[src/design/cvsq_pkg.sv]
// Package for the pitch CV scale quantizer: fixed-point constants, scale tables,
// register index codes and the output lookup table.
// No dependencies; used by cv_scale_quantizer.
`timescale 1ns / 1ps

package cvsq_pkg;

    // Fixed-point format of every CV and mod value
    localparam int CV_FRAC_BITS = 16;
    localparam int CV_ONE_INT   = 1 << CV_FRAC_BITS;
    localparam logic [16:0] CV_ONE = 17'(CV_ONE_INT);

    // Musical constants
    localparam int NUM_SCALES      = 5;
    localparam int SEMIS_PER_OCT   = 12;
    localparam int SEMIS_PER_RANGE = 60;
    localparam int MAX_SCALE_LEN   = 12;

    typedef logic [2:0] scale_idx_t;
    typedef logic [3:0] semi_t;

    // Configuration register indexes
    typedef enum logic [2:0] {
        REG_BASE_SCALE         = 3'd0,
        REG_BASE_ROOT          = 3'd1,
        REG_SCALE_MOD_KNOB     = 3'd2,
        REG_ROOT_MOD_KNOB      = 3'd3,
        REG_SCALE_MOD_EXTERNAL = 3'd4,
        REG_ROOT_MOD_EXTERNAL  = 3'd5
    } cfg_reg_t;

    // Scale note tables; unused tail entries are never selected
    typedef semi_t scale_row_t [MAX_SCALE_LEN];
    typedef scale_row_t scale_tbl_t [NUM_SCALES];

    localparam scale_tbl_t SCALE_NOTES = '{
        '{4'd0, 4'd1, 4'd2, 4'd3, 4'd4, 4'd5, 4'd6, 4'd7, 4'd8, 4'd9, 4'd10, 4'd11},
        '{4'd0, 4'd2, 4'd4, 4'd5, 4'd7, 4'd9, 4'd11, 4'd0, 4'd0, 4'd0, 4'd0, 4'd0},
        '{4'd0, 4'd2, 4'd3, 4'd5, 4'd7, 4'd8, 4'd10, 4'd0, 4'd0, 4'd0, 4'd0, 4'd0},
        '{4'd0, 4'd2, 4'd4, 4'd7, 4'd9, 4'd0, 4'd0, 4'd0, 4'd0, 4'd0, 4'd0, 4'd0},
        '{4'd0, 4'd3, 4'd5, 4'd7, 4'd10, 4'd0, 4'd0, 4'd0, 4'd0, 4'd0, 4'd0, 4'd0}
    };

    typedef logic [3:0] scale_len_t [NUM_SCALES];
    localparam scale_len_t SCALE_LEN = '{4'd12, 4'd7, 4'd7, 4'd5, 4'd5};

    // Semitone count to output CV, round half up, clamped to full scale
    typedef logic [16:0] cv_lut_t [64];

    function automatic cv_lut_t build_cv_lut();
        cv_lut_t lut;
        longint  v;
        for (int i = 0; i < 64; i++) begin
            v = (longint'(i) * CV_ONE_INT + SEMIS_PER_RANGE / 2) / SEMIS_PER_RANGE;
            if (v > CV_ONE_INT) begin
                v = CV_ONE_INT;
            end
            lut[i] = 17'(v);
        end
        return lut;
    endfunction

    localparam cv_lut_t CV_LUT = build_cv_lut();

    // Clamp a signed Q value to 0..ONE
    function automatic logic [16:0] clamp_unit(input logic signed [17:0] v);
        logic [16:0] r;
        if (v < 0) begin
            r = '0;
        end
        else if (v > $signed({1'b0, CV_ONE})) begin
            r = CV_ONE;
        end
        else begin
            r = v[16:0];
        end
        return r;
    endfunction

endpackage

[src/design/cv_scale_quantizer.sv]
// Pitch CV scale quantizer, top level: three-stage pipeline with config registers.
// Depends on cvsq_pkg.
`timescale 1ns / 1ps

// Quantizes a signed Q16 pitch CV onto the nearest note of one of five scales
// (chromatic, major, minor, major pentatonic, minor pentatonic) over a five-octave
// range, adds the root and returns a Q16 CV clamped to 1.0 together with the scale
// and root actually used. Scale and root are the base registers plus a knob or CV
// modulation amount, wrapped. Throughput is one word per clock while the output is not
// stalled; an accepted input word passes through the three pipeline registers
// (mod/octave split, nearest-note search, output lookup) before its result is valid. A stalled
// output holds the pipeline; empty stages still fill while the output is stalled.
// Configuration is always ready and takes effect for words accepted afterwards.
module cv_scale_quantizer (
    input  logic               clk,
    input  logic               rst_n,
    // input word
    input  logic               item_valid,
    output logic               item_stall,
    input  logic signed [17:0] cv_in,
    input  logic signed [17:0] scale_mod_cv,
    input  logic signed [17:0] root_mod_cv,
    // result word
    output logic               result_valid,
    input  logic               result_stall,
    output logic [16:0]        cv_out,
    output logic [2:0]         scale_used,
    output logic [3:0]         root_used,
    // configuration writes
    input  logic               cfg_valid,
    output logic               cfg_ready,
    input  logic [2:0]         cfg_index,
    input  logic [16:0]        cfg_data
);

    typedef struct packed {
        cvsq_pkg::scale_idx_t sc;
        cvsq_pkg::semi_t      rt;
        logic [2:0]           octave;
        logic [19:0]          note12;   // 12 * fraction of octave, Q16 semitones
    } stage_a_t;

    typedef struct packed {
        cvsq_pkg::scale_idx_t sc;
        cvsq_pkg::semi_t      rt;
        logic [2:0]           octave;
        cvsq_pkg::semi_t      best;
    } stage_b_t;

    // ---------------- configuration registers ----------------
    logic [2:0]  base_scale_reg;
    logic [3:0]  base_root_reg;
    logic [16:0] scale_mod_knob_reg;
    logic [16:0] root_mod_knob_reg;
    logic        scale_mod_external_reg;
    logic        root_mod_external_reg;

    assign cfg_ready = 1'b1;

    always_ff @(posedge clk or negedge rst_n)
    begin
        if (!rst_n)
        begin
            base_scale_reg         <= '0;
            base_root_reg          <= '0;
            scale_mod_knob_reg     <= '0;
            root_mod_knob_reg      <= '0;
            scale_mod_external_reg <= 1'b0;
            root_mod_external_reg  <= 1'b0;
        end
        else if (cfg_valid && cfg_ready)
        begin
            case (cvsq_pkg::cfg_reg_t'(cfg_index))
                cvsq_pkg::REG_BASE_SCALE:         base_scale_reg         <= cfg_data[2:0];
                cvsq_pkg::REG_BASE_ROOT:          base_root_reg          <= cfg_data[3:0];
                cvsq_pkg::REG_SCALE_MOD_KNOB:     scale_mod_knob_reg     <= cfg_data;
                cvsq_pkg::REG_ROOT_MOD_KNOB:      root_mod_knob_reg      <= cfg_data;
                cvsq_pkg::REG_SCALE_MOD_EXTERNAL: scale_mod_external_reg <= cfg_data[0];
                cvsq_pkg::REG_ROOT_MOD_EXTERNAL:  root_mod_external_reg  <= cfg_data[0];
                default: ;
            endcase
        end
    end

    // ---------------- pipeline flow control ----------------
    logic va_reg, vb_reg, vc_reg;
    logic ready_a, ready_b, ready_c;

    assign ready_c    = !vc_reg || !result_stall;
    assign ready_b    = !vb_reg || ready_c;
    assign ready_a    = !va_reg || ready_b;
    assign item_stall = !ready_a;

    always_ff @(posedge clk or negedge rst_n)
    begin
        if (!rst_n)
        begin
            va_reg <= 1'b0;
            vb_reg <= 1'b0;
            vc_reg <= 1'b0;
        end
        else
        begin
            if (ready_a) va_reg <= item_valid;
            if (ready_b) vb_reg <= va_reg;
            if (ready_c) vc_reg <= vb_reg;
        end
    end

    // ---------------- stage A: mod select, wrap, octave split ----------------
    logic [16:0] smod, rmod, xcl;
    logic [19:0] smod_x5, x_x5;
    logic [20:0] rmod_x12;
    logic [3:0]  scale_sum;
    logic [4:0]  root_sum;
    logic [15:0] frac;
    stage_a_t    a_next, a_reg;

    always_comb
    begin
        smod = cvsq_pkg::clamp_unit(scale_mod_external_reg ? scale_mod_cv
                                    : $signed({1'b0, scale_mod_knob_reg}));
        rmod = cvsq_pkg::clamp_unit(root_mod_external_reg ? root_mod_cv
                                    : $signed({1'b0, root_mod_knob_reg}));
        xcl  = cvsq_pkg::clamp_unit(cv_in);

        // floor(mod * 5) and floor(mod * 12) in Q16
        smod_x5  = 20'({smod, 2'b00}) + 20'(smod);
        rmod_x12 = 21'({rmod, 3'b000}) + 21'({rmod, 2'b00});

        // wrap scale modulo 5 (sum is at most 12)
        scale_sum = 4'(base_scale_reg) + smod_x5[19:16];
        if (scale_sum >= 4'(2 * cvsq_pkg::NUM_SCALES))
            a_next.sc = 3'(scale_sum - 4'(2 * cvsq_pkg::NUM_SCALES));
        else if (scale_sum >= 4'(cvsq_pkg::NUM_SCALES))
            a_next.sc = 3'(scale_sum - 4'(cvsq_pkg::NUM_SCALES));
        else
            a_next.sc = 3'(scale_sum);

        // wrap root modulo 12 (sum is at most 27)
        root_sum = 5'(base_root_reg) + rmod_x12[20:16];
        if (root_sum >= 5'(2 * cvsq_pkg::SEMIS_PER_OCT))
            a_next.rt = 4'(root_sum - 5'(2 * cvsq_pkg::SEMIS_PER_OCT));
        else if (root_sum >= 5'(cvsq_pkg::SEMIS_PER_OCT))
            a_next.rt = 4'(root_sum - 5'(cvsq_pkg::SEMIS_PER_OCT));
        else
            a_next.rt = 4'(root_sum);

        // x * 60 split into octaves: octave = floor(x * 5), remainder times 12
        x_x5          = 20'({xcl, 2'b00}) + 20'(xcl);
        a_next.octave = x_x5[18:16];
        frac          = x_x5[15:0];
        a_next.note12 = 20'({frac, 3'b000}) + 20'({frac, 2'b00});
    end

    always_ff @(posedge clk)
    begin
        if (ready_a && item_valid) a_reg <= a_next;
    end

    // ---------------- stage B: nearest scale note ----------------
    // Notes are sorted, so the winner is the highest note whose midpoint with its
    // lower neighbor is strictly exceeded; a tie keeps the lower note.
    logic [20:0] note_x2;
    logic [4:0]  mid_sum;
    stage_b_t    b_next, b_reg;

    always_comb
    begin
        b_next.sc     = a_reg.sc;
        b_next.rt     = a_reg.rt;
        b_next.octave = a_reg.octave;
        b_next.best   = cvsq_pkg::SCALE_NOTES[a_reg.sc][0];
        note_x2       = {a_reg.note12, 1'b0};
        mid_sum       = '0;
        for (int i = 1; i < cvsq_pkg::MAX_SCALE_LEN; i++)
        begin
            mid_sum = 5'(cvsq_pkg::SCALE_NOTES[a_reg.sc][i - 1])
                    + 5'(cvsq_pkg::SCALE_NOTES[a_reg.sc][i]);
            if ((4'(i) < cvsq_pkg::SCALE_LEN[a_reg.sc]) &&
                (note_x2 > {mid_sum, 16'h0000}))
                b_next.best = cvsq_pkg::SCALE_NOTES[a_reg.sc][i];
        end
    end

    always_ff @(posedge clk)
    begin
        if (ready_b && va_reg) b_reg <= b_next;
    end

    // ---------------- stage C: semitones to output CV ----------------
    logic [6:0]  semis;
    logic [16:0] cv_next;
    logic [16:0] cv_out_reg;
    logic [2:0]  scale_used_reg;
    logic [3:0]  root_used_reg;

    always_comb
    begin
        semis = 7'({b_reg.octave, 2'b00}) + 7'({b_reg.octave, 3'b000})
              + 7'(b_reg.best) + 7'(b_reg.rt);
        if (semis >= 7'(cvsq_pkg::SEMIS_PER_RANGE))
            cv_next = cvsq_pkg::CV_ONE;
        else
            cv_next = cvsq_pkg::CV_LUT[semis[5:0]];
    end

    always_ff @(posedge clk)
    begin
        if (ready_c && vb_reg)
        begin
            cv_out_reg     <= cv_next;
            scale_used_reg <= b_reg.sc;
            root_used_reg  <= b_reg.rt;
        end
    end

    assign result_valid = vc_reg;
    assign cv_out       = cv_out_reg;
    assign scale_used   = scale_used_reg;
    assign root_used    = root_used_reg;

`ifndef SYNTH
    // input back-pressure only when every stage is full and the output is stalled
    assert property (@(posedge clk) disable iff (!rst_n)
        item_stall |-> (va_reg && vb_reg && vc_reg && result_stall))
        else $error("input stalled with room in the pipeline");

    // wrapped scale and root stay in range
    assert property (@(posedge clk) disable iff (!rst_n)
        result_valid |-> (scale_used < 3'(cvsq_pkg::NUM_SCALES) &&
                          root_used < 4'(cvsq_pkg::SEMIS_PER_OCT)))
        else $error("scale or root out of range");

    // output CV never exceeds full scale
    assert property (@(posedge clk) disable iff (!rst_n)
        result_valid |-> (cv_out <= cvsq_pkg::CV_ONE))
        else $error("cv_out above full scale");

    // a word in stage B with an open output reaches the output next cycle
    assert property (@(posedge clk) disable iff (!rst_n)
        (vb_reg && ready_c) |=> result_valid)
        else $error("word lost between stage B and output");
`endif

endmodule
[config.mk]
export PLATFORM = sky130hd
export DESIGN_NAME = cv_scale_quantizer
export DESIGN_NICKNAME = d
export VERILOG_FILES = /design/src/design/cvsq_pkg.sv /design/src/design/cv_scale_quantizer.sv
export SDC_FILE = /design/constraint.sdc
export NUM_CORES = 1
export LEC_CHECK = 0
export ABC_AREA = 1
export BUFFER_PORTS_ARGS = -buffer_cell sky130_fd_sc_hd__buf_2
export CORE_AREA = 2 2 108 163
export DETAILED_ROUTE_END_ITERATION = 12
export DIE_AREA = 0 0 110 165
export GPL_TIMING_DRIVEN = 1
export MAX_ROUTING_LAYER = met4
export PLACE_DENSITY = 0.9
export SETUP_SLACK_MARGIN = 0.15
export SYNTH_ARGS = -nofsm -noshare
export SYNTH_HDL_FRONTEND = slang
export SYNTH_SLANG_ARGS = --single-unit
[constraint.sdc]
create_clock -name clk -period 7.6 [get_ports clk]
set_clock_uncertainty 0.15 [all_clocks]
set_input_delay 1.14 -clock clk [delete_from_list [all_inputs] [get_ports clk]]
set_output_delay 1.14 -clock clk [all_outputs]
set_load 0.005 [all_outputs]
==> results.json <==
{
  "switching_share_pct": 50.73,
  "hold_buffers": 0,
  "synth_top_family_by_area": "simple AND/OR/NAND/NOR gates",
  "cp_data_required_time_ns": 7.55,
  "grt_max_degree": 47,
  "syn_inst": 1327,
  "cp_slowest_stage_delay_ns": 0.88,
  "overflow": 0,
  "cts.clk_slew.worst_paths_ns": 0.08,
  "grt_usage_pct": 26.85,
  "path_class": "flop to flop",
  "synth_nets": 1556,
  "synth-seq-area-share_pct": 29.49,
  "cp_top_family": "compound AO/OA/AOI/OAI gates",
  "yosysUniqueCellTypes": 58,
  "fp.dieW_um": 110,
  "grt_pass1_vias": 8933,
  "status": "finished clean",
  "cpMaxStageDelayCell": "dfrtp_1",
  "largest_reg_flops": 28,
  "ys_ff_latch": 105,
  "clock_path_buffers": 2,
  "p_comb_share_pct": 68.3,
  "p_switching_mw": 2.257,
  "setup_tns_ns": 0,
  "period_share_pct": 77.62,
  "hp-class": "flop to flop",
  "synth_edf_count": 59,
  "cts_resized": 0,
  "cts_setup_buffers": 0,
  "hold_viol": 0,
  "die_y_um": 165,
  "worst_slew_pin_slew_ns": 1.085,
  "muxShareOfSynthArea_pct": 0,
  "crit_top_cell": "nand2_1",
  "syn_area_per_cell_um2": 7.469,
  "powerDensity_nw_per_um2": 409.9,
  "h-tree-depth": 3,
  "cell_internal_pwr_mw": 2.192,
  "critPathBufInv": 3,
  "wl_um": 22630,
  "cp-end-kind": "flop",
  "rsz0062_at_grt": "no",
  "gp_routability_congestion": 0.9584,
  "timing.fmax_mhz": 169.5,
  "design_area_um2": 10850,
  "hpwl_um": 18120,
  "avgRoutedWirePerCell_um": 13.86,
  "die_area_um2": 18150,
  "drc": 0,
  "num-fill-cells": 1373,
  "viasPerCell": 5.612,
  "period_minus_slack_ns": 5.899,
  "clock_sinks": 105,
  "drv_cap": 0,
  "ys_warn_count": 0,
  "irDropWorstVdd_mv": 0.2656,
  "maxSlewHeadroom_pct": 27.48,
  "dr.pass1.iters": 5,
  "finalMaxSlewViolations": 0,
  "async_flop_share_pct": 43.81,
  "antennaDiodeCount": 0,
  "rows": 58,
  "critPathMaxFanout": 27,
  "synth_xor_xnor_area_share_pct": 3.888,
  "clk_latency_ns": 0.36,
  "sequentialPowerShare_pct": 21.1,
  "antenna_found_initial": 0,
  "initial_utilization_pct": 59.64,
  "cp_data_arrival_time_ns": 5.85,
  "cts-root-buf": "clkbuf_16",
  "synth.cell_area_um2": 9911,
  "placed_cell_area_um2": 10560,
  "drive_above_1_share_pct": 10.33,
  "syn_to_final_growth_pct": 9.506,
  "antenna_left": 0,
  "p_leak_nw": 5.660,
  "pwr-share-clk_pct": 10.5,
  "num-nets-final": 1647,
  "portBuffers": 104,
  "setup_viol": 0,
  "start_kind": "flop",
  "synth_adder_area_share_pct": 19.77,
  "grt_first_pass_wirelength_um": 38120,
  "via_count": 9165,
  "cts_tree": "built",
  "synth_compound_area_share_pct": 15.89,
  "cts_buffers": 9,
  "yosys.area_share.simple_pct": 22.16,
  "drtIter0Drc": 415,
  "core-area_um2": 16620,
  "synthFlopType": "edfxtp_1",
  "ios": 106
}
==> worst reg2reg max path: cells and delay by family (launching register included) <==
kind	cells	cell delay, ns
fa+ha+maj	4	1.18
xor+xnor	1	0.10
buf+inv	3	0.31
simple gates	12	1.36
flops	1	0.88
compound gates	6	1.65
==> layer usage <==
metal	vias up	track usage (%)	part of all wire (%)
met5	-	-	0
met4	0	13.29	4.3
met3	79	3.197	4.3
met2	269	46.99	52
met1	4204	29.70	39
li1	4613	-	-
==> layout make-up <==
cell class | instances | area [um2] | share of cell area, %
Multi-Input combinational cell | 1008 | 6122 | 56.41
Sequential cell | 105 | 2923 | 26.93
Inverter | 186 | 700.7 | 6.456
Timing Repair Buffer | 108 | 550.5 | 5.073
Tap cell | 210 | 262.8 | 2.421
Clock buffer | 9 | 225.2 | 2.075
Clock inverter | 7 | 68.82 | 0.6341
==> power groups by stage <==
stage	combinational (mW)	sequential [mW]	clock (mW)
after floorplan	2.33	0.911	0
after global placement	2.84	0.941	0
after detailed placement	2.97	0.952	0
after CTS	3.00	0.940	0.472
after global routing	3.48	0.960	0.492
final	3.04	0.940	0.468
==> cells by family (layout without fill, tap and decap cells) <==
logic type                 after synthesis  after routing
and+or+nand+nor                        535            535
AOI/OAI and AO/OA                      278            278
buffers and inverters                  214            310
adders and majority gates              150            150
DFF                                    105            105
xor gates and xnor gates                44             44
other                                    1              1
==> path summary, 6_finish.rpt <==
check | start | endpoint | slack (ns) | cells past startpoint
worst min-delay path | b_reg[12] | scale_used[1] | 0.27 | 0
worst max register to register | scale_mod_external_reg | a_reg[29] | 1.70 | 26
max in group asynchronous | rst_n | base_scale_reg[2] | 5.80 | 1
min in group asynchronous | rst_n | va_reg | 0.83 | 1
worst min register to register | b_reg[12] | scale_used[1] | 0.27 | 0
worst max-delay path | scale_mod_external_reg | a_reg[29] | 1.70 | 26
==> stage by stage <==
step | worst slack [ns] | hold WS (ns) | total power [mW] | cells | utilization (%)
2_1_floorplan | 2.202 | 0.2503 | 3.237 | 1327 | -
3_3_place_gp | 1.845 | 0.2524 | 3.786 | 1617 | 63.54
6_report | 1.701 | 0.2716 | 4.449 | 1633 | 65.31
3_5_place_dp | 1.760 | 0.2565 | 3.924 | 1617 | 63.54
4_1_cts | 1.791 | 0.2734 | 4.415 | 1633 | 65.31
5_1_grt | 1.083 | 0.2787 | 4.935 | 1633 | 65.31
==> cell usage in the layout, fill, tap and decap left out, types with 3 or more instances in the layout <==
cell type and instances:
nand2_1 301, inv_1 182, ha_1 139, nor2_1 132
buf_2 104, a21oi_1 103, o21ai_0 101, edfxtp_1 59
dfrtp_1 46, nand3_1 40, xor2_1 33, nor3_1 20
nand4_1 16, o21bai_1 11, xnor2_1 11, fa_1 11
o21ai_1 10, a211oi_1 9, clkbuf_16 9, or2_2 7
o211ai_1 5, o21a_1 5, nand2_2 4, o22ai_1 4
o221ai_1 4, buf_4 4, or2_0 3, inv_8 3
==> Yosys cell counts (7+ instances only) <==
master,instances,share of area [%]
o21ai_0,101,5.1
a211oi_1,9,0.68
nand2_1,301,11
nand4_1,16,1.0
clkbuf_1,13,0.49
buf_4,10,0.76
or2_2,7,0.44
o21ai_1,10,0.51
o21bai_1,11,0.83
ha_1,139,18
xor2_1,33,2.9
xnor2_1,11,0.97
fa_1,11,2.2
edfxtp_1,59,18
nand3_1,40,2.0
nor3_1,20,1.0
nor2_1,133,5.0
a21oi_1,103,5.2
inv_1,182,6.9
dfrtp_1,46,12
Power figures use the tool's default switching activity.
